File: config.mk
export PLATFORM = sky130hd
export DESIGN_NAME = json_byte_tokenizer
export DESIGN_NICKNAME = d
export VERILOG_FILES = /design/src/rtl/core/jbt_pkg.sv /design/src/rtl/core/jbt_front.sv /design/src/rtl/core/jbt_fifo.sv /design/src/rtl/core/jbt_back.sv /design/src/rtl/core/json_byte_tokenizer.sv
export SDC_FILE = /design/constraint.sdc
export NUM_CORES = 1
export LEC_CHECK = 0
export ABC_CLOCK_PERIOD_IN_PS = 7890
export BUFFER_PORTS_ARGS = -buffer_cell sky130_fd_sc_hd__buf_2
export CAP_MARGIN = 20
export CORE_ASPECT_RATIO = 2
export CORE_MARGIN = 10
export CORE_UTILIZATION = 26
export CTS_BUF_LIST = sky130_fd_sc_hd__clkbuf_8
export CTS_CLUSTER_DIAMETER = 50
export DETAILED_ROUTE_END_ITERATION = 7
export PLACE_DENSITY = 0.53
export SYNTH_ARGS = -nofsm -noshare
export SYNTH_HDL_FRONTEND = slang
export SYNTH_HIERARCHICAL = 1
export SYNTH_SLANG_ARGS = --single-unit
File: constraint.sdc
create_clock -name clk_i -period 7.89 [get_ports clk_i]
set_input_delay 1.578 -clock clk_i [delete_from_list [all_inputs] [get_ports clk_i]]
set_output_delay 1.578 -clock clk_i [all_outputs]
set_load 0.01 [all_outputs]
File: src/rtl/core/jbt_pkg.sv
// Shared types, codes, byte constants and literal tables of the JSON byte tokenizer.
package jbt_pkg;

  // Width of the saturated integer accumulator, and of the integer result port.
  localparam int VALUE_WIDTH = 64;
  localparam int INT_WIDTH   = 64;

  // Depth of the queue between the front and the back.
  localparam int FIFO_DEPTH = 4;
  localparam int FIFO_AW    = $clog2(FIFO_DEPTH);

  typedef enum logic [3:0] {
    KIND_NULL      = 4'd0,
    KIND_TRUE      = 4'd1,
    KIND_FALSE     = 4'd2,
    KIND_STR_BYTE  = 4'd3,
    KIND_STR_END   = 4'd4,
    KIND_INT       = 4'd5,
    KIND_FLOAT     = 4'd6,
    KIND_COLON     = 4'd7,
    KIND_COMMA     = 4'd8,
    KIND_OBRACE    = 4'd9,
    KIND_CBRACE    = 4'd10,
    KIND_OBRACKET  = 4'd11,
    KIND_CBRACKET  = 4'd12,
    KIND_NUM_BYTE  = 4'd13,
    KIND_ERROR     = 4'd14
  } kind_e;

  typedef enum logic [2:0] {
    ERR_NONE          = 3'd0,
    ERR_UNICODE       = 3'd1,
    ERR_BAD_ESCAPE    = 3'd2,
    ERR_END_IN_STRING = 3'd3,
    ERR_UNKNOWN       = 3'd4
  } err_e;

  typedef enum logic [1:0] {
    LIT_NULL  = 2'd0,
    LIT_TRUE  = 2'd1,
    LIT_FALSE = 2'd2
  } lit_e;

  // One result as it leaves the block.
  typedef struct packed {
    kind_e                  kind;
    logic [7:0]             char_value;
    logic [INT_WIDTH-1:0]   int_value;
    err_e                   err;
  } token_t;

  // A second result never carries an integer value.
  typedef struct packed {
    kind_e      kind;
    logic [7:0] char_value;
    err_e       err;
  } short_token_t;

  // Queue entry: the results of one request.
  typedef struct packed {
    logic         two;
    token_t       first;
    short_token_t second;
  } entry_t;

  // Byte constants.
  localparam logic [7:0] CH_TAB       = 8'h09;
  localparam logic [7:0] CH_LF        = 8'h0A;
  localparam logic [7:0] CH_CR        = 8'h0D;
  localparam logic [7:0] CH_BS        = 8'h08;
  localparam logic [7:0] CH_FF        = 8'h0C;
  localparam logic [7:0] CH_SPACE     = 8'h20;
  localparam logic [7:0] CH_QUOTE     = 8'h22;
  localparam logic [7:0] CH_PLUS      = 8'h2B;
  localparam logic [7:0] CH_COMMA     = 8'h2C;
  localparam logic [7:0] CH_MINUS     = 8'h2D;
  localparam logic [7:0] CH_DOT       = 8'h2E;
  localparam logic [7:0] CH_SLASH     = 8'h2F;
  localparam logic [7:0] CH_ZERO      = 8'h30;
  localparam logic [7:0] CH_NINE      = 8'h39;
  localparam logic [7:0] CH_COLON     = 8'h3A;
  localparam logic [7:0] CH_LBRACKET  = 8'h5B;
  localparam logic [7:0] CH_BACKSLASH = 8'h5C;
  localparam logic [7:0] CH_RBRACKET  = 8'h5D;
  localparam logic [7:0] CH_A         = 8'h61;
  localparam logic [7:0] CH_B         = 8'h62;
  localparam logic [7:0] CH_E         = 8'h65;
  localparam logic [7:0] CH_F         = 8'h66;
  localparam logic [7:0] CH_L         = 8'h6C;
  localparam logic [7:0] CH_N         = 8'h6E;
  localparam logic [7:0] CH_R         = 8'h72;
  localparam logic [7:0] CH_S         = 8'h73;
  localparam logic [7:0] CH_T         = 8'h74;
  localparam logic [7:0] CH_U         = 8'h75;
  localparam logic [7:0] CH_LBRACE    = 8'h7B;
  localparam logic [7:0] CH_RBRACE    = 8'h7D;

  // Expected byte of a literal at a given position.
  function automatic logic [7:0] lit_byte(lit_e choice, logic [2:0] idx);
    logic [7:0] b;
    b = 8'h00;
    unique case (choice)
      LIT_NULL: begin
        unique case (idx)
          3'd0:    b = CH_N;
          3'd1:    b = CH_U;
          3'd2:    b = CH_L;
          3'd3:    b = CH_L;
          default: b = 8'h00;
        endcase
      end
      LIT_TRUE: begin
        unique case (idx)
          3'd0:    b = CH_T;
          3'd1:    b = CH_R;
          3'd2:    b = CH_U;
          3'd3:    b = CH_E;
          default: b = 8'h00;
        endcase
      end
      LIT_FALSE: begin
        unique case (idx)
          3'd0:    b = CH_F;
          3'd1:    b = CH_A;
          3'd2:    b = CH_L;
          3'd3:    b = CH_S;
          3'd4:    b = CH_E;
          default: b = 8'h00;
        endcase
      end
      default: b = 8'h00;
    endcase
    return b;
  endfunction

  // Length of a literal in bytes.
  function automatic logic [2:0] lit_len(lit_e choice);
    logic [2:0] n;
    n = 3'd0;
    unique case (choice)
      LIT_NULL:  n = 3'd4;
      LIT_TRUE:  n = 3'd4;
      LIT_FALSE: n = 3'd5;
      default:   n = 3'd0;
    endcase
    return n;
  endfunction

endpackage

File: src/rtl/core/jbt_front.sv
// Front of the tokenizer: lexer state, byte classification and result building.
module jbt_front import jbt_pkg::*; (
  input  logic       clk_i,
  input  logic       rst_ni,
  input  logic       accept_i,
  input  logic [7:0] text_byte_i,
  input  logic       end_of_text_i,
  output logic       push_o,
  output entry_t     entry_o
);

  typedef enum logic [2:0] {
    MODE_IDLE,
    MODE_LIT,
    MODE_INT,
    MODE_FRAC,
    MODE_EXP,
    MODE_STR,
    MODE_ESC,
    MODE_ERR
  } mode_e;

  localparam logic [VALUE_WIDTH-1:0] ACC_LIMIT = {1'b1, {(VALUE_WIDTH-1){1'b0}}};
  localparam logic [VALUE_WIDTH-1:0] ACC_TENTH = ACC_LIMIT / 10;
  localparam logic [3:0]             ACC_REM   = 4'(ACC_LIMIT % 10);

  mode_e                  mode_q, mode_d;
  lit_e                   choice_q, choice_d;
  logic [2:0]             index_q, index_d;
  logic                   neg_q, neg_d;
  logic [VALUE_WIDTH-1:0] acc_q, acc_d;
  logic                   stopped_q, stopped_d;
  logic                   float_q, float_d;

  logic [7:0]             c;
  logic                   is_digit;
  logic                   is_sign;
  logic [3:0]             digit;
  logic [VALUE_WIDTH-1:0] acc_added;
  logic [VALUE_WIDTH-1:0] value_w;

  // Idle decode of the current byte
  logic         idle_has;
  short_token_t idle_tok;
  mode_e        idle_mode;
  logic         idle_num;
  logic         idle_lit;
  lit_e         idle_choice;

  // Result building
  logic         have0;
  logic         two;
  token_t       tok0;
  short_token_t tok1;
  logic         finish;
  logic         use_idle;
  logic [2:0]   index_inc;

  assign c        = text_byte_i;
  assign is_digit = (c >= CH_ZERO) && (c <= CH_NINE);
  assign is_sign  = (c == CH_PLUS) || (c == CH_MINUS);
  assign digit    = c[3:0];
  assign index_inc = 3'(index_q + 3'd1);

  // Append one digit to the accumulator, pinning at the limit on overflow
  always_comb begin
    if ((acc_q > ACC_TENTH) || ((acc_q == ACC_TENTH) && (digit > ACC_REM))) begin
      acc_added = ACC_LIMIT;
    end else begin
      acc_added = (acc_q << 3) + (acc_q << 1) + VALUE_WIDTH'(digit);
    end
  end

  // Saturated signed value of the number so far
  always_comb begin
    if (neg_q) begin
      value_w = VALUE_WIDTH'(~acc_q + 1'b1);
    end else if (acc_q[VALUE_WIDTH-1]) begin
      value_w = ACC_LIMIT - 1'b1;
    end else begin
      value_w = acc_q;
    end
  end

  // Classify a byte seen between tokens
  always_comb begin
    idle_has        = 1'b0;
    idle_tok.kind   = KIND_NULL;
    idle_tok.char_value = 8'h00;
    idle_tok.err    = ERR_NONE;
    idle_mode       = MODE_IDLE;
    idle_num        = 1'b0;
    idle_lit        = 1'b0;
    idle_choice     = LIT_NULL;
    unique case (c)
      CH_SPACE, CH_TAB, CH_CR, CH_LF: idle_has = 1'b0;
      CH_COLON:    begin idle_has = 1'b1; idle_tok.kind = KIND_COLON;    end
      CH_COMMA:    begin idle_has = 1'b1; idle_tok.kind = KIND_COMMA;    end
      CH_LBRACE:   begin idle_has = 1'b1; idle_tok.kind = KIND_OBRACE;   end
      CH_RBRACE:   begin idle_has = 1'b1; idle_tok.kind = KIND_CBRACE;   end
      CH_LBRACKET: begin idle_has = 1'b1; idle_tok.kind = KIND_OBRACKET; end
      CH_RBRACKET: begin idle_has = 1'b1; idle_tok.kind = KIND_CBRACKET; end
      CH_QUOTE:    idle_mode = MODE_STR;
      CH_N: begin idle_lit = 1'b1; idle_choice = LIT_NULL;  idle_mode = MODE_LIT; end
      CH_T: begin idle_lit = 1'b1; idle_choice = LIT_TRUE;  idle_mode = MODE_LIT; end
      CH_F: begin idle_lit = 1'b1; idle_choice = LIT_FALSE; idle_mode = MODE_LIT; end
      default: begin
        if (is_sign || is_digit) begin
          idle_has            = 1'b1;
          idle_tok.kind       = KIND_NUM_BYTE;
          idle_tok.char_value = c;
          idle_num            = 1'b1;
          idle_mode           = MODE_INT;
        end else begin
          idle_has      = 1'b1;
          idle_tok.kind = KIND_ERROR;
          idle_tok.err  = ERR_UNKNOWN;
          idle_mode     = MODE_ERR;
        end
      end
    endcase
  end

  // Next state and results of one request
  always_comb begin
    mode_d    = mode_q;
    choice_d  = choice_q;
    index_d   = index_q;
    neg_d     = neg_q;
    acc_d     = acc_q;
    stopped_d = stopped_q;
    float_d   = float_q;

    have0           = 1'b0;
    two             = 1'b0;
    tok0.kind       = KIND_NULL;
    tok0.char_value = 8'h00;
    tok0.int_value  = '0;
    tok0.err        = ERR_NONE;
    tok1.kind       = KIND_NULL;
    tok1.char_value = 8'h00;
    tok1.err        = ERR_NONE;
    finish          = 1'b0;
    use_idle        = 1'b0;

    if (end_of_text_i) begin
      unique case (mode_q)
        MODE_INT, MODE_FRAC, MODE_EXP: finish = 1'b1;
        MODE_STR, MODE_ESC: begin
          have0     = 1'b1;
          tok0.kind = KIND_ERROR;
          tok0.err  = ERR_END_IN_STRING;
        end
        MODE_LIT: begin
          have0     = 1'b1;
          tok0.kind = KIND_ERROR;
          tok0.err  = ERR_UNKNOWN;
        end
        default: have0 = 1'b0;
      endcase
      mode_d    = MODE_IDLE;
      choice_d  = LIT_NULL;
      index_d   = 3'd0;
      neg_d     = 1'b0;
      acc_d     = '0;
      stopped_d = 1'b0;
      float_d   = 1'b0;
    end else begin
      unique case (mode_q)
        MODE_IDLE: use_idle = 1'b1;
        MODE_LIT: begin
          if ((index_q < lit_len(choice_q)) && (c == lit_byte(choice_q, index_q))) begin
            index_d = index_inc;
            if (index_inc >= lit_len(choice_q)) begin
              have0     = 1'b1;
              tok0.kind = kind_e'({2'b00, choice_q});
              mode_d    = MODE_IDLE;
              index_d   = 3'd0;
              choice_d  = LIT_NULL;
            end
          end else begin
            have0     = 1'b1;
            tok0.kind = KIND_ERROR;
            tok0.err  = ERR_UNKNOWN;
            mode_d    = MODE_ERR;
          end
        end
        MODE_INT, MODE_FRAC, MODE_EXP: begin
          logic takes;
          takes = 1'b0;
          priority if ((mode_q == MODE_INT) && (c == CH_DOT)) begin
            takes   = 1'b1;
            mode_d  = MODE_FRAC;
            float_d = 1'b1;
          end else if ((mode_q != MODE_EXP) && (c == CH_E)) begin
            takes   = 1'b1;
            mode_d  = MODE_EXP;
            float_d = 1'b1;
          end else if (mode_q == MODE_FRAC) begin
            takes = is_digit;
          end else begin
            takes = is_sign || is_digit;
          end
          if (takes) begin
            if (!stopped_q) begin
              if (is_digit) begin
                acc_d = acc_added;
              end else begin
                stopped_d = 1'b1;
              end
            end
            have0           = 1'b1;
            tok0.kind       = KIND_NUM_BYTE;
            tok0.char_value = c;
          end else begin
            finish   = 1'b1;
            use_idle = 1'b1;
          end
        end
        MODE_STR: begin
          priority if (c == CH_BACKSLASH) begin
            mode_d = MODE_ESC;
          end else if (c == CH_QUOTE) begin
            have0     = 1'b1;
            tok0.kind = KIND_STR_END;
            mode_d    = MODE_IDLE;
          end else begin
            have0           = 1'b1;
            tok0.kind       = KIND_STR_BYTE;
            tok0.char_value = c;
          end
        end
        MODE_ESC: begin
          have0           = 1'b1;
          tok0.kind       = KIND_STR_BYTE;
          mode_d          = MODE_STR;
          unique case (c)
            CH_QUOTE, CH_SLASH, CH_BACKSLASH: tok0.char_value = c;
            CH_B: tok0.char_value = CH_BS;
            CH_F: tok0.char_value = CH_FF;
            CH_N: tok0.char_value = CH_LF;
            CH_R: tok0.char_value = CH_CR;
            CH_T: tok0.char_value = CH_TAB;
            CH_U: begin
              tok0.kind = KIND_ERROR;
              tok0.err  = ERR_UNICODE;
              mode_d    = MODE_ERR;
            end
            default: begin
              tok0.kind = KIND_ERROR;
              tok0.err  = ERR_BAD_ESCAPE;
              mode_d    = MODE_ERR;
            end
          endcase
        end
        default: have0 = 1'b0;
      endcase
    end

    // Close the number: emit its value and drop the number state
    if (finish) begin
      have0          = 1'b1;
      tok0.kind      = float_q ? KIND_FLOAT : KIND_INT;
      tok0.int_value = INT_WIDTH'($signed(value_w));
      mode_d         = MODE_IDLE;
      neg_d          = 1'b0;
      acc_d          = '0;
      stopped_d      = 1'b0;
      float_d        = 1'b0;
    end

    // Handle the byte as between tokens
    if (use_idle) begin
      mode_d = idle_mode;
      if (idle_num) begin
        neg_d     = (c == CH_MINUS);
        acc_d     = is_digit ? VALUE_WIDTH'(digit) : '0;
        stopped_d = 1'b0;
        float_d   = 1'b0;
      end
      if (idle_lit) begin
        choice_d = idle_choice;
        index_d  = 3'd1;
      end
      if (finish) begin
        two  = idle_has;
        tok1 = idle_tok;
      end else begin
        have0           = idle_has;
        tok0.kind       = idle_tok.kind;
        tok0.char_value = idle_tok.char_value;
        tok0.err        = idle_tok.err;
      end
    end
  end

  assign push_o         = accept_i && have0;
  assign entry_o.two    = two;
  assign entry_o.first  = tok0;
  assign entry_o.second = tok1;

  // Hold lexer state
  always_ff @(posedge clk_i or negedge rst_ni) begin
    if (!rst_ni) begin
      mode_q    <= MODE_IDLE;
      choice_q  <= LIT_NULL;
      index_q   <= 3'd0;
      neg_q     <= 1'b0;
      acc_q     <= '0;
      stopped_q <= 1'b0;
      float_q   <= 1'b0;
    end else if (accept_i) begin
      mode_q    <= mode_d;
      choice_q  <= choice_d;
      index_q   <= index_d;
      neg_q     <= neg_d;
      acc_q     <= acc_d;
      stopped_q <= stopped_d;
      float_q   <= float_d;
    end
  end

endmodule

File: src/rtl/core/jbt_fifo.sv
// Short queue of result entries between the front and the back.
module jbt_fifo import jbt_pkg::*; (
  input  logic   clk_i,
  input  logic   rst_ni,
  input  logic   push_i,
  input  entry_t entry_i,
  output logic   full_o,
  output logic   empty_o,
  input  logic   pop_i,
  output entry_t entry_o
);

  entry_t             mem_q [FIFO_DEPTH];
  logic [FIFO_AW-1:0] wr_ptr_q;
  logic [FIFO_AW-1:0] rd_ptr_q;
  logic [FIFO_AW:0]   count_q;
  logic               do_push;
  logic               do_pop;

  assign full_o  = (count_q == (FIFO_AW+1)'(FIFO_DEPTH));
  assign empty_o = (count_q == '0);
  assign do_push = push_i && !full_o;
  assign do_pop  = pop_i && !empty_o;
  assign entry_o = mem_q[rd_ptr_q];

  // Advance pointers and count
  always_ff @(posedge clk_i or negedge rst_ni) begin
    if (!rst_ni) begin
      wr_ptr_q <= '0;
      rd_ptr_q <= '0;
      count_q  <= '0;
    end else begin
      if (do_push) begin
        wr_ptr_q <= (wr_ptr_q == FIFO_AW'(FIFO_DEPTH - 1)) ? '0 : FIFO_AW'(wr_ptr_q + 1'b1);
      end
      if (do_pop) begin
        rd_ptr_q <= (rd_ptr_q == FIFO_AW'(FIFO_DEPTH - 1)) ? '0 : FIFO_AW'(rd_ptr_q + 1'b1);
      end
      if (do_push && !do_pop) begin
        count_q <= (FIFO_AW+1)'(count_q + 1'b1);
      end else if (do_pop && !do_push) begin
        count_q <= (FIFO_AW+1)'(count_q - 1'b1);
      end
    end
  end

  // Store entries
  always_ff @(posedge clk_i) begin
    if (do_push) begin
      mem_q[wr_ptr_q] <= entry_i;
    end
  end

endmodule

File: src/rtl/core/jbt_back.sv
// Back of the tokenizer: unpacks queue entries into single results on the output side.
module jbt_back import jbt_pkg::*; (
  input  logic                 clk_i,
  input  logic                 rst_ni,
  input  logic                 fifo_empty_i,
  input  entry_t               fifo_entry_i,
  output logic                 fifo_pop_o,
  output logic                 empty_o,
  input  logic                 pop_i,
  output logic [3:0]           token_kind_o,
  output logic [7:0]           char_value_o,
  output logic [INT_WIDTH-1:0] int_value_o,
  output logic [2:0]           error_code_o,
  output logic                 last_of_run_o
);

  entry_t cur_q;
  logic   cur_vld_q;
  logic   sub_q;
  logic   done;
  logic   last;
  logic   retire;
  logic   load;

  assign last    = sub_q || !cur_q.two;
  assign done    = cur_vld_q && pop_i;
  assign retire  = done && last;
  assign load    = (!cur_vld_q || retire) && !fifo_empty_i;
  assign fifo_pop_o = load;
  assign empty_o    = !cur_vld_q;

  // Select the result of the current entry
  always_comb begin
    if (sub_q) begin
      token_kind_o = cur_q.second.kind;
      char_value_o = cur_q.second.char_value;
      int_value_o  = '0;
      error_code_o = cur_q.second.err;
    end else begin
      token_kind_o = cur_q.first.kind;
      char_value_o = cur_q.first.char_value;
      int_value_o  = cur_q.first.int_value;
      error_code_o = cur_q.first.err;
    end
  end
  assign last_of_run_o = last;

  // Track the current entry and which of its results is shown
  always_ff @(posedge clk_i or negedge rst_ni) begin
    if (!rst_ni) begin
      cur_vld_q <= 1'b0;
      sub_q     <= 1'b0;
    end else if (load) begin
      cur_vld_q <= 1'b1;
      sub_q     <= 1'b0;
    end else if (retire) begin
      cur_vld_q <= 1'b0;
      sub_q     <= 1'b0;
    end else if (done) begin
      sub_q <= 1'b1;
    end
  end

  // Hold the entry payload
  always_ff @(posedge clk_i) begin
    if (load) begin
      cur_q <= fifo_entry_i;
    end
  end

endmodule

File: src/rtl/core/json_byte_tokenizer.sv
// Top level of the JSON byte tokenizer: front, result queue and back.
// The tokenizer takes one byte of JSON text (or an end-of-text mark) per cycle
// whenever full is low, and never stalls on its own: the lexer state is updated
// in the cycle a request is taken, so a new byte can follow every cycle. Results
// pass through the queue into the output register and are shown there, the
// oldest first while empty is low. A byte that ends a number gives the int or
// float token and then the token of that byte, if any, one result per pop;
// every other request gives at most one. A four-entry queue between the lexer
// and the output register absorbs output stalls; once it and the output
// register are occupied, full rises until results are popped.
module json_byte_tokenizer import jbt_pkg::*; (
  input  logic                 clk_i,
  input  logic                 rst_ni,
  input  logic                 push,
  output logic                 full,
  input  logic [7:0]           text_byte_i,
  input  logic                 end_of_text_i,
  output logic                 empty,
  input  logic                 pop,
  output logic [3:0]           token_kind_o,
  output logic [7:0]           char_value_o,
  output logic [INT_WIDTH-1:0] int_value_o,
  output logic [2:0]           error_code_o,
  output logic                 last_of_run_o
);

  logic   accept;
  logic   fe_push;
  entry_t fe_entry;
  logic   fifo_full;
  logic   fifo_empty;
  logic   fifo_pop;
  entry_t fifo_entry;

  assign full   = fifo_full;
  assign accept = push && !fifo_full;

  jbt_front u_front (
    .clk_i         (clk_i),
    .rst_ni        (rst_ni),
    .accept_i      (accept),
    .text_byte_i   (text_byte_i),
    .end_of_text_i (end_of_text_i),
    .push_o        (fe_push),
    .entry_o       (fe_entry)
  );

  jbt_fifo u_fifo (
    .clk_i   (clk_i),
    .rst_ni  (rst_ni),
    .push_i  (fe_push),
    .entry_i (fe_entry),
    .full_o  (fifo_full),
    .empty_o (fifo_empty),
    .pop_i   (fifo_pop),
    .entry_o (fifo_entry)
  );

  jbt_back u_back (
    .clk_i         (clk_i),
    .rst_ni        (rst_ni),
    .fifo_empty_i  (fifo_empty),
    .fifo_entry_i  (fifo_entry),
    .fifo_pop_o    (fifo_pop),
    .empty_o       (empty),
    .pop_i         (pop),
    .token_kind_o  (token_kind_o),
    .char_value_o  (char_value_o),
    .int_value_o   (int_value_o),
    .error_code_o  (error_code_o),
    .last_of_run_o (last_of_run_o)
  );

endmodule

After elaboration in Yosys (flattened, before gate mapping)
Memory sizes are Yosys's and may differ from the RTL's. A register that Yosys moved wholly into a read port is not among the register bits. Cells that the tools add are included. Widths: inputs -> output; s select.

$mul: 0. Equal/unequal tests: 44. Shift-type cells: 0. $add $sub $neg: 8. Magnitude comparators: 6. Div/mod/pow operators: 0. Bitwise operators: 1. Muxes and demuxes: 143. Reduce and logical (&&, ||, !) cells: 45.

Operators by type and width (number): $mux 64 (12); $eq 8x7->1 const B (12); $mux 3 (30); $add 64x1->64 const B (1); $add 64x4->64 (1); $add 64x64->64 (1); $eq 64x60->1 const B (1); $eq 8x6->1 const B (8); $gt 64x60->1 const B (1); $not 64->64 (1); $mux 63 (1); $mux 1 (51); $mux 8 (6); $pmux 8 s3 (2); $pmux 8 s6 (1); $mux 12 (3); $pmux 7 s5 (1); $mux 15 (2); $mux 4 (7); $pmux 4 s7 (1); $pmux 7 s4 (1); $eq 8x4->1 const B (3); $mux 2 (12); $mux 11 (2); other kinds (39) (86).

Word-level logic and storage cells: 260. Output and inout port bits: 82. Memory bits (writable): 380. ROM bits: 0. Register bits after elaboration: 84. Latch bits: 0. Memories kept: 1.

Memories: u_fifo.mem_q (depth 4, width 95, rd ports 1, clocked after Yosys merged registers in 1, wr ports 1, RTL line jbt_fifo.sv:13) `entry_t mem_q [FIFO_DEPTH];`.

Longest topological paths before layout
Gate-level depths: netlist of run 1.

Word-level depth: 25. Gate-level depth with buffers: 20. Depth with buffers taken out: 18.

Hierarchy
The synthesis of run 1 kept the hierarchy.

By module, submodules not included: jbt_fifo (area each 14149.8 µm², cells each 534, times used 1); jbt_front (area each 11417.2 µm², cells each 1588, times used 1); jbt_back (area each 3653.5 µm², cells each 193, times used 1); json_byte_tokenizer (area each 13.8 µm², cells each 1, times used 1).

Worst setup path after synthesis of run 1
No wires, ideal clock.

Path kind: input -> register. Start: input port pop. End: register u_fifo.count_q[1]. Stages on the path: 7. Path buffers: 0. Slack: -0.549 ns. Required time: 7.765 ns. Data arrival time: 8.314 ns. Library setup time: 0.125 ns. Cells stage by stage: nand2_1 > a21oi_1 > o31ai_1 > ha_1 > inv_1 > fa_1 > mux2_2.

Cells in the longest elaborated chain, start to end: 8. Elaborated cells on any way between the ends: 10.

RTL lines: start, declared (RTL line json_byte_tokenizer.sv:19) `input logic pop,`; $logic_and 1x1->1 * (RTL line jbt_back.sv:26) `assign done = cur_vld_q && pop_i;`; $logic_and 1x1->1 * (RTL line jbt_back.sv:27) `assign retire = done && last;`; $logic_or 1x1->1 * (RTL line jbt_back.sv:28) `assign load = (!cur_vld_q || retire) && !fifo_empty_i;`; $logic_and 1x1->1 * (RTL line jbt_back.sv:28); named net fifo_pop (RTL line json_byte_tokenizer.sv:32) `logic fifo_pop;`; $logic_and 1x1->1 * (RTL line jbt_fifo.sv:23) `assign do_pop = pop_i && !empty_o;`; $logic_not 1->1 (RTL line jbt_fifo.sv:39) `if (do_push && !do_pop) begin`; $logic_and 1x1->1 (RTL line jbt_fifo.sv:39); $mux 3 or $reduce_bool 2->1 (tied branches); end signal, assigned (RTL line jbt_fifo.sv:40) `count_q <= (FIFO_AW+1)'(count_q + 1'b1);`; end signal, assigned (RTL line jbt_fifo.sv:42) `count_q <= (FIFO_AW+1)'(count_q - 1'b1);`; end, declared (RTL line jbt_fifo.sv:16) `logic [FIFO_AW:0] count_q;`.

Mark *: on every way through the listed nets, which the timed path passes. The rest lies on a longest branch. A chain may end at the register's enable or synchronous reset.

Worst setup path after layout of run 1
Start: input port text_byte_i[2]. End: memory u_fifo/mem_q[2][30] in the netlist's numbering (enable).

Cells in the longest elaborated chain, start to end: 18. Elaborated cells on any way between the ends: 46.

RTL lines: start, declared (RTL line json_byte_tokenizer.sv:16) `input logic [7:0] text_byte_i,`; $ge 8x6->1 (tied with other cells) (RTL line jbt_front.sv:60) `assign is_digit = (c >= CH_ZERO) && (c <= CH_NINE);`; $logic_and 1x1->1 or $logic_or 1x1->1 (tied branches) (RTL line jbt_front.sv:60, jbt_front.sv:61); $logic_or 1x1->1 (RTL line jbt_front.sv:202) `takes = is_sign || is_digit;`; $mux 1 (RTL line jbt_front.sv:199) `end else if (mode_q == MODE_FRAC) begin`; $mux 1 (RTL line jbt_front.sv:195) `end else if ((mode_q != MODE_EXP) && (c == CH_E)) begin`; $mux 1 (RTL line jbt_front.sv:191) `priority if ((mode_q == MODE_INT) && (c == CH_DOT)) begin`; $mux 1 (RTL line jbt_front.sv:169) `unique case (mode_q)`; $mux 1 (RTL line jbt_front.sv:146) `if (end_of_text_i) begin`; [3 not listed]; $mux 1 (RTL line jbt_front.sv:261) `if (finish) begin`; $mux 1 (RTL line jbt_front.sv:285) `if (finish) begin`; $mux 1 * (RTL line jbt_front.sv:273) `if (use_idle) begin`; $logic_and 1x1->1 * (RTL line jbt_front.sv:297) `assign push_o = accept_i && have0;`; named net fe_push (RTL line json_byte_tokenizer.sv:28) `logic fe_push;`; $logic_and 1x1->1 * (RTL line jbt_fifo.sv:22) `assign do_push = push_i && !full_o;`; $mux 1 * (RTL line jbt_fifo.sv:49) `if (do_push) begin`; $mux 1 (implied by the code) * (RTL line jbt_fifo.sv:50) `mem_q[wr_ptr_q] <= entry_i;`; end, declared (RTL line jbt_fifo.sv:13).

Mark *: on every way through the listed nets, which the timed path passes. The rest lies on a longest branch. The select of a mux whose other input is x is not followed.

==> flow_summary_export.csv, run 1 <==
group,metric,value,unit
run_status,status,"complete, no violations",
detailed_routing,vias_per_cell,4.87,
global_route,grt_pass1_wl,124000,µm
finish,seqCellArea,16400,µm²
die,die_w,257,µm
die,rows,174,
placement,pre_cts_slack,1.69,ns
synth,synth_top_cells_by_count,"edfxtp_1, nand2_1, a21oi_1",
worst_hold_path,min_from,"u_fifo/count_q[2]$_DFFE_PN0P_",
global_route,grt_pass1_vias,20200,
detailed_routing,vias,19200,
detailed_routing,drt-pass1-iter-count,5,
worst_hold_path,min_to,"u_fifo/count_q[2]$_DFFE_PN0P_",
critical_path,crit_top_cell,"o21ai_0",
synth,yosys_warnings,6,
critical_path,crit_fanout,59,
clocking,htreeDepth,3,
placement,dpl_cell_area,31200,µm²
clocking,clock_latency,0.71,ns
critical_path,worstReg2RegStart,"u_front/mode_q[0]$_DFFE_PN0P_",
clocking,cts.repair.resized,0,
finish,nets,2535,
pwr,p_per_area,306,nW/µm²
critical_path,setup.worst_path.start_class,"input port",
synth,yosys-top-cells-area,"edfxtp_1, mux4_2, dfrtp_1",
synth,async_flop_share,15.0,%
placement,numPortBuffers,94,
sta,rsz0062_at_grt,"no",
sta,timing.fmax,0.180,GHz
synth,synth_most_common_cell,"edfxtp_1",
pwr,peakVddDrop,0.000144,V
sta,fin_tns_setup,0,ns
pwr,p_leak,0.0121,µW
critical_path,endpoint_kind,"flop",
clocking,ctsHoldBuffers,0,
global_route,grt_max_degree,63,
synth,syn_area,29200,µm²
synth,avgSynthCellArea,12.6,µm²
sta,setup_violations,0,
detailed_routing,wl_per_cell,20.7,µm
critical_path,cp_slowest_stage_delay,0.70,ns
clocking,cts_tree,"built",
detailed_routing,drc_errors,0,
clocking,cts_made_buffers,75,
critical_path,critical_path_class,"in2reg",
finish,utilization,29.2,%
die,io-pin-count,95,
critical_path,crit_chain,"buf_2, o21ai_0, and2_1, a2111oi_2, nand2b_1, o22a_1, or2_1, o21ai_0, o21a_1, nor2b_1, and2_4, buf_12",
critical_path,reg2reg_setup_slack,2.59,ns
placement,gp_congestion,0.910,
critical_path,cp_slowest_cell,"a2111oi_2",
die,die_h,494,µm
clocking,post_cts.repair.setup_buffers,0,
synth,synthCells,2316,
clocking,clockBufferDepth,3,
die,design.die.area,127000,µm²
clocking,cts-root-buf,"clkbuf_8",
global_route,grt.total_usage,12.6,%
finish,area_growth,12.1,%
finish,layout-drive-gt1-share,16.5,%
synth,synth_flop_cell,"edfxtp_1",
synth,ys_ff_latch,559,
sta,worst_pin_slew,1.11,ns
die,core,112000,µm²
synth,synth-seq-area-share,56.0,%
sta,hold_slack,0.514,ns
sta,finalClockSkew,0.0541,ns
sta,slew_headroom,25.5,%
finish,fill_cells,11400,
global_route,grt_antenna_before_repair,3,
critical_path,timing.rr.end,"u_fifo/mem_q[2][30]$_DFFE_PP_",
sta,timing.final.crit_share,70.3,%
sta,min_period,5.55,ns
synth,synth_edf_count,475,
detailed_routing,drtAntennaViolNets,0,
worst_hold_path,hold_path_class,"reg2reg",
detailed_routing,drt-total-wl,81400,µm
die,start_util,26.1,%
finish,multi_input_area,12100,µm²
synth,ys_types,95,
clocking,cts.clk_slew.worst_paths,0.07,ns
sta,hold_viol_final,0,
clocking,clkSinkCount,559,
critical_path,crit_arrival,5.87,ns
critical_path,critical_path_required,8.21,ns
sta,drv_slew,0,
placement,dp_hpwl,57600,µm
synth,yosys.area.top_type,"edfxtp_1",
sta,setup_slack,2.34,ns
finish,fin_area,32800,µm²
global_route,grt_overflow_total,0,
flow_run,drv_cap,0,
synth,synth_top_area_share,48.8,%
critical_path,worstRegToRegCells,11,
detailed_routing,drt_iter0_drc,1466,
worst_hold_path,min_delay_path_depth,1,
-- placed cells by master (no fill, tap or decap), types with 48 or more instances in the layout --
master,instances
edfxtp_1,475
nor2_1,142
buf_2,93
o21ai_0,149
nor2b_1,82
a21o_1,48
mux4_2,95
inv_1,53
dfrtp_1,80
nand3_1,51
clkbuf_8,80
nand2_1,190
a21oi_1,160
ha_1,138
-- kinds of logic (layout without fill, tap and decap cells) --
logic type,count (synthesis),in the layout,synth area share (%)
flip-flops,559,559,56.0
multiplexers,120,120,8.46
buffers and inverters,178,295,2.90
AO/OA/AOI/OAI,548,548,11.9
adder cells (fa/ha/maj),141,141,6.11
other,1,7,0.0128
AND/OR/NAND/NOR,691,691,12.3
XOR/XNOR,78,78,2.34
-- worst max-delay path: cells and delay by family --
| family | cells | cell delay [ns] |
|---|---|---|
| buf+inv | 2 | 0.75 |
| compound gates | 5 | 1.55 |
| simple gates | 5 | 1.86 |
-- sequential cells by signal, summed over array words and instances (netlist names) --
| register | flops |
|---|---|
| u_front/choice_q | 2 |
| u_front/acc_q | 64 |
| u_front/float_q | 1 |
| u_back/cur_q | 95 |
| u_front/index_q | 3 |
| u_back/sub_q | 1 |
| u_fifo/rd_ptr_q | 2 |
| u_fifo/wr_ptr_q | 2 |
| u_front/mode_q | 3 |
| u_fifo/mem_q | 380 |
| u_front/neg_q | 1 |
| u_back/cur_vld_q | 1 |
| u_front/stopped_q | 1 |
| u_fifo/count_q | 3 |
-- final cells by class --
type	count	share of cell area, %
well taps	1496	5.71
multi-input cells	1583	36.9
clock inverters	53	1.39
diodes	2	0.0153
inverters	42	0.481
repair buffers	120	2.19
flip-flops and latches	559	50.0
clock buffers	80	3.36
-- stage by stage --
step / std cells / total power [µW]
floorplan: 2320 / 6710
global placement: 3800 / 7860
detailed placement: 3800 / 7870
CTS: 3933 / 10200
global route: 3934 / 10600
finish: 3935 / 10000
-- how the worst max path moves through the flow --
stage	to	slack [ns]	from
floorplan	u_fifo/mem_q[0][0]$_DFFE_PP_	1.25	text_byte_i[1]
global placement	u_fifo/mem_q[2][7]$_DFFE_PP_	1.68	text_byte_i[2]
detailed placement	u_fifo/mem_q[2][31]$_DFFE_PP_	1.69	text_byte_i[2]
CTS	u_fifo/mem_q[2][1]$_DFFE_PP_	2.45	text_byte_i[2]
global route	u_fifo/mem_q[2][30]$_DFFE_PP_	2.03	text_byte_i[2]
finish	u_fifo/mem_q[2][30]$_DFFE_PP_	2.34	text_byte_i[2]
-- metal layers --
| layer | routed length, µm | GRT usage, % |
|---|---|---|
| met1 | 29100 | 12.8 |
| met2 | 45600 | 24.5 |
| met3 | 2850 | 1.64 |
| met4 | 3830 | 6.68 |
| met5 | 9 | 0 |
-- report_power, final --
part / leakage [µW] / total, µW / switching, µW / internal (µW)
logic: 0.00577 / 3200 / 1930 / 1270
clock network: 0.000837 / 2320 / 1140 / 1190
registers: 0.00550 / 4500 / 340 / 4160
No activity file was read; power rests on OpenSTA's default activity.
==> run 2: changes to the inputs <==
--- a/config.mk
+++ b/config.mk
@@ -5,7 +5,7 @@
 export SDC_FILE = /design/constraint.sdc
 export NUM_CORES = 1
 export LEC_CHECK = 0
-export ABC_CLOCK_PERIOD_IN_PS = 7890
+export ABC_CLOCK_PERIOD_IN_PS = 4500
 export BUFFER_PORTS_ARGS = -buffer_cell sky130_fd_sc_hd__buf_2
 export CAP_MARGIN = 20
 export CORE_ASPECT_RATIO = 2
==> constraint.sdc (replaced) <==
create_clock -name clk_i -period 4.5 [get_ports clk_i]
set_input_delay 0.9 -clock clk_i [delete_from_list [all_inputs] [get_ports clk_i]]
set_output_delay 0.9 -clock clk_i [all_outputs]
set_load 0.01 [all_outputs]
==> run 2 against run 1 <==
  * First-iteration DRC count decreased by 13%
  * Register-to-register slack lost 2.3 ns
  * Critical endpoint is now u_front/acc_q[56]$_DFFE_PN0P_
  * Cell count rose by 4.8%
==> flow_summary_export.csv, run 2 (synthesized netlist as in run 1, its figures left out) <==
group,metric,value,unit
detailed_routing,wl_per_cell,21.3,µm
pwr,p_leak,0.0132,µW
detailed_routing,vias_per_cell,4.90,
finish,top_register,"u_fifo/mem_q",
global_route,grt_overflow_total,0,
pwr,power,18400,µW
run_status,status,"complete, no violations",
critical_path,critical_path_required,5.11,ns
clocking,clockBufferDepth,3,
sta,worst_pin_slew,1.04,ns
finish,largest_register_ffs,380,
clocking,cts-root-buf,"clkbuf_8",
sta,hold_viol_final,0,
critical_path,crit_arrival,4.86,ns
detailed_routing,drc_errors,0,
finish,layout-drive-gt1-share,22.2,%
clocking,cts_made_buffers,76,
detailed_routing,drtAntennaViolNets,0,
die,start_util,26.1,%
detailed_routing,vias,20200,
die,io-pin-count,95,
critical_path,critical_path_class,"reg2reg",
critical_path,crit_fanout,7,
pwr,peakVddDrop,0.000304,V
sta,timing.fmax,0.236,GHz
placement,gp_congestion,0.942,
clocking,cts.clk_slew.worst_paths,0.08,ns
detailed_routing,drt-pass1-iter-count,5,
sta,min_period,4.25,ns
finish,fin_area,34600,µm²
die,die_h,494,µm
die,rows,174,
global_route,grt_pass1_wl,133000,µm
placement,pre_cts_slack,-0.222,ns
clocking,clock_latency,0.74,ns
sta,timing.final.crit_share,94.3,%
clocking,ctsHoldBuffers,0,
finish,final_common_cell,"edfxtp_1",
clocking,cts_tree,"built",
die,die_w,257,µm
flow_run,drv_cap,0,
sta,drv_slew,0,
finish,reg_top3,"u_fifo/mem_q x380, u_back/cur_q x95, u_front/acc_q x64",
sta,finalClockSkew,0.0388,ns
finish,nets,2720,
detailed_routing,drt-total-wl,87900,µm
pwr,p_per_area,533,nW/µm²
clocking,clkSinkCount,559,
global_route,grt_pass1_vias,21300,
finish,final_cell_mix,"edfxtp_1, nand2_1, buf_4, a21oi_1, o21ai_0",
global_route,grt.total_usage,13.7,%
critical_path,setup.worst_path.start_class,"flop",
critical_path,endpoint_kind,"flop",
placement,numPortBuffers,94,
die,core,112000,µm²
finish,area_growth,18.3,%
sta,slew_headroom,30.5,%
die,design.die.area,127000,µm²
placement,dpl_cell_area,33000,µm²
global_route,grt_max_degree,96,
placement,dp_hpwl,65400,µm
detailed_routing,drt_iter0_drc,1273,
sta,setup_slack,0.254,ns
sta,rsz0062_at_grt,"no",
sta,setup_violations,0,
clocking,htreeDepth,3,
global_route,grt_antenna_before_repair,3,
worst_hold_path,hold_path_class,"in2async",
critical_path,worstRegToRegCells,12,
[run 2: routing by layer]
layer | track usage [%] | wire (µm)
met4 | 8.24 | 5110
met5 | 0 | 13
met3 | 1.67 | 2830
met1 | 13.2 | 30300
met2 | 27.0 | 49700
[run 2: area by class of cell]
class                   instances  area, µm²
fillers                     11300      77500
well taps                    1496       1870
repair buffers                304       2470
diodes                          1       2.50
multi-input cells            1583      12100
flip-flops and latches        559      16400
clock inverters                59        503
clock buffers                  80       1100
inverters                      42        158
[run 2: worst paths after layout]
check                                               from  slack (ns)                       endpoint
setup / recovery           u_front/acc_q[37]$_DFFE_PN0P_        0.25  u_front/acc_q[56]$_DFFE_PN0P_
hold / removal                                    rst_ni        0.26  u_front/acc_q[45]$_DFFE_PN0P_
setup reg to reg           u_front/acc_q[37]$_DFFE_PN0P_        0.25  u_front/acc_q[56]$_DFFE_PN0P_
hold reg to reg            u_fifo/count_q[2]$_DFFE_PN0P_        0.51  u_fifo/count_q[2]$_DFFE_PN0P_
max in group asynchronous                         rst_ni        3.32  u_front/acc_q[17]$_DFFE_PN0P_
min in group clk_i                                   pop        0.48       u_back/sub_q$_DFFE_PN0P_
[run 2: critical path, stage by stage, from the launching register on]
cell and delay [ns]:
dfrtp_1 0.47, ha_1 0.32, ha_1 0.42, nand4_1 0.19
or2_1 0.32, or4_1 0.58, nor4_1 0.53, nor4b_1 0.12
buf_4 0.16, nor3b_2 0.44, o21ai_0 0.17, nor3b_1 0.17
o31ai_1 0.22
[run 2: per-stage QoR]
stage               std cells  util (%)  setup TNS (ns)  hold WS, ns
floorplan                2320         -         -157.56        0.477
finish                   4124      30.8               0        0.261
global route             4124      30.8               0        0.284
global placement         3983      29.4          -10.66        0.499
CTS                      4122      30.8               0        0.231
detailed placement       3983      29.4          -12.44        0.508
[run 2: where the power goes]
part,internal [µW],switching [µW]
registers,7290,570
clock network,2140,2020
logic,2800,3590
[run 2: timing repair]
action	4_1_cts	5_1_grt
gates resized for setup	0	1
hold endpoints to repair	0	0
setup buffers	0	0
setup endpoints to repair	0	7
==> run 3: changes to the inputs <==
--- a/config.mk
+++ b/config.mk
@@ -11,7 +11,7 @@
 export CORE_ASPECT_RATIO = 2
 export CORE_MARGIN = 10
 export CORE_UTILIZATION = 26
-export CTS_BUF_LIST = sky130_fd_sc_hd__clkbuf_8
+export CTS_BUF_LIST = sky130_fd_sc_hd__clkbuf_4 sky130_fd_sc_hd__clkbuf_8
 export CTS_CLUSTER_DIAMETER = 50
 export DETAILED_ROUTE_END_ITERATION = 7
 export PLACE_DENSITY = 0.53
==> run 3 against run 2 <==
  * Clock power rose by 4%
  * Global-route usage barely moved
  * Worst setup slack got worse by 0.0082 ns
  * First-iteration DRC count rose by 5.8%
  * Register-to-register slack barely moved
  * Highest routed layer unchanged
==> flow_summary_export.csv, run 3 (synthesized netlist as in run 1, its figures left out) <==
group,metric,value,unit
placement,dp_hpwl,65400,µm
die,start_util,26.1,%
clocking,clock_latency,0.74,ns
clocking,cts_made_buffers,76,
finish,nets,2720,
global_route,top_usage_layer,"met2",
critical_path,crit_chain,"ha_1, ha_1, nand4_1, or2_1, or4_1, nor4_1, nor4b_1, buf_4, nor3b_2, o21ai_0, nor3b_1, o31ai_1",
finish,final_common_cell,"edfxtp_1",
critical_path,crit_top_cell,"ha_1",
die,die_h,494,µm
clocking,ctsHoldBuffers,0,
critical_path,critical_path_required,5.11,ns
detailed_routing,wl_per_cell,21.3,µm
detailed_routing,vias,20200,
die,die_w,257,µm
finish,top_register,"u_fifo/mem_q",
sta,slew_headroom,30.7,%
sta,finalClockSkew,0.0398,ns
finish,multi_input_area,12100,µm²
detailed_routing,drt_iter0_drc,1347,
pwr,p_int,12400,µW
sta,timing.fmax,0.235,GHz
detailed_routing,vias_per_cell,4.89,
global_route,met3_usage,1.68,%
worst_hold_path,hold_path_class,"in2async",
global_route,grt_max_degree,96,
critical_path,cp_slowest_stage_delay,0.58,ns
global_route,grt_pass1_wl,133000,µm
critical_path,reg2reg_setup_slack,0.25,ns
placement,numPortBuffers,94,
placement,placedCellCount,3983,
global_route,grtUsageMet2,27.0,%
critical_path,timing.rr.end,"u_front/acc_q[56]$_DFFE_PN0P_",
critical_path,cp_slowest_cell,"or4_1",
sta,setup_violations,0,
critical_path,worstReg2RegStart,"u_front/acc_q[37]$_DFFE_PN0P_",
pwr,p_leak,0.0132,µW
finish,reg_top3,"u_fifo/mem_q x380, u_back/cur_q x95, u_front/acc_q x64",
pwr,sw_frac_of_total,33.3,%
global_route,grt_antenna_before_repair,3,
pwr,seq_power_share,42.3,%
die,rows,174,
clocking,htreeDepth,3,
global_route,grt_pass1_vias,21300,
critical_path,endpoint_kind,"flop",
sta,setup_slack,0.246,ns
placement,pre_cts_slack,-0.222,ns
detailed_routing,drtAntennaViolNets,0,
clocking,clockBufferDepth,3,
global_route,grtUsageMet1,13.2,%
die,core,112000,µm²
pwr,peakVddDrop,0.000308,V
critical_path,worstRegToRegCells,12,
critical_path,worstSetupStartpoint,"u_front/acc_q[37]$_DFFE_PN0P_",
detailed_routing,drt-pass1-iter-count,5,
clocking,cts.clk_slew.worst_paths,0.08,ns
critical_path,critical_path_class,"reg2reg",
critical_path,crit_fanout,7,
clocking,clkSinkCount,559,
flow_run,drv_cap,0,
global_route,grt.total_usage,13.7,%
critical_path,crit_arrival,4.87,ns
clocking,cts_tree,"built",
pwr,clkPwrFrac,23.4,%
global_route,grt_overflow_total,0,
die,io-pin-count,95,
critical_path,setup.worst_path.start_class,"flop",
finish,area_growth,18.5,%
sta,hold_slack,0.260,ns
finish,layout-drive-gt1-share,23.1,%
finish,fill_cells,11300,
pwr,pwr-share-comb,34.4,%
finish,largest_register_ffs,380,
sta,hold_viol_final,0,
pwr,p_sw,6190,µW
sta,worst_pin_slew,1.04,ns
die,design.die.area,127000,µm²
critical_path,crit_path_end,"u_front/acc_q[56]$_DFFE_PN0P_",
sta,timing.final.crit_share,94.5,%
detailed_routing,drt-total-wl,87900,µm
clocking,cts-root-buf,"clkbuf_8",
detailed_routing,drc_errors,0,
pwr,p_per_area,537,nW/µm²
finish,final_cell_mix,"edfxtp_1, nand2_1, buf_4, a21oi_1, o21ai_0",
sta,min_period,4.25,ns
sta,drv_slew,0,
finish,final_cells,4124,
sta,rsz0062_at_grt,"no",
finish,seqCellArea,16400,µm²
placement,gp_congestion,0.942,
run_status,status,"complete, no violations",
==> run 3: cell count changes in the layout (fill, tap and decap cells not counted) <==
cell      change
clkbuf_4     +22
inv_1        -22
==> run 3: critical path: cells and delay by family (launching register included) <==
kind	cells	cell delay, ns
adders and majority gates	2	0.74
and+or+nand+nor	7	2.38
buffers and inverters	1	0.16
AOI/OAI and AO/OA	2	0.39
DFF	1	0.47
==> run 3: stage by stage <==
step | cell area [µm²] | power, µW | util (%) | TNS (ns)
2_1_floorplan | 29300 | 11700 | - | -157.56
3_3_place_gp | 33000 | 14500 | 29.4 | -10.66
3_5_place_dp | 33000 | 14500 | 29.4 | -12.44
4_1_cts | 34600 | 19000 | 30.9 | 0
5_1_grt | 34700 | 19600 | 30.9 | 0
6_report | 34700 | 18600 | 30.9 | 0
==> run 3: how the worst min path moves through the flow <==
stage / startpoint / endpoint / cells after the start
global placement: u_fifo/count_q[2]$_DFFE_PN0P_ / u_fifo/count_q[2]$_DFFE_PN0P_ / 1
detailed placement: u_fifo/count_q[2]$_DFFE_PN0P_ / u_fifo/count_q[2]$_DFFE_PN0P_ / 1
global route: rst_ni / u_front/acc_q[37]$_DFFE_PN0P_ / 1
finish: rst_ni / u_front/acc_q[45]$_DFFE_PN0P_ / 1
floorplan: u_fifo/count_q[2]$_DFFE_PN0P_ / u_fifo/count_q[2]$_DFFE_PN0P_ / 1
CTS: rst_ni / u_front/acc_q[43]$_DFFE_PN0P_ / 1
==> run 3: per-layer routing <==
metal	vias up	routed length, µm
li1	9385	-
met1	10100	30500
met2	500	49600
met3	219	2650
met4	2	5090
met5	-	13
==> run 3: timing repair <==
| action | CTS | global route |
|---|---|---|
| setup endpoints to repair | 0 | 7 |
| gates resized for setup | 0 | 1 |
| buffers inserted | 0 | 0 |
==> run 3: power by group through the flow <==
stage	registers [µW]	logic, µW	clock network, µW
2_1_floorplan	7640	4080	0
3_5_place_dp	8010	6530	0
3_3_place_gp	7970	6530	0
4_1_cts	7900	6550	4510
5_1_grt	8010	6920	4710
6_report	7860	6390	4340
==> run 3: cell type report <==
class                   instances  area share (%)
repair buffers                304            7.14
diodes                          1         0.00722
multi-input cells            1583            34.9
well taps                    1496            5.40
clock buffers                 102            3.65
inverters                      42           0.455
clock inverters                37            1.21
flip-flops and latches        559            47.3
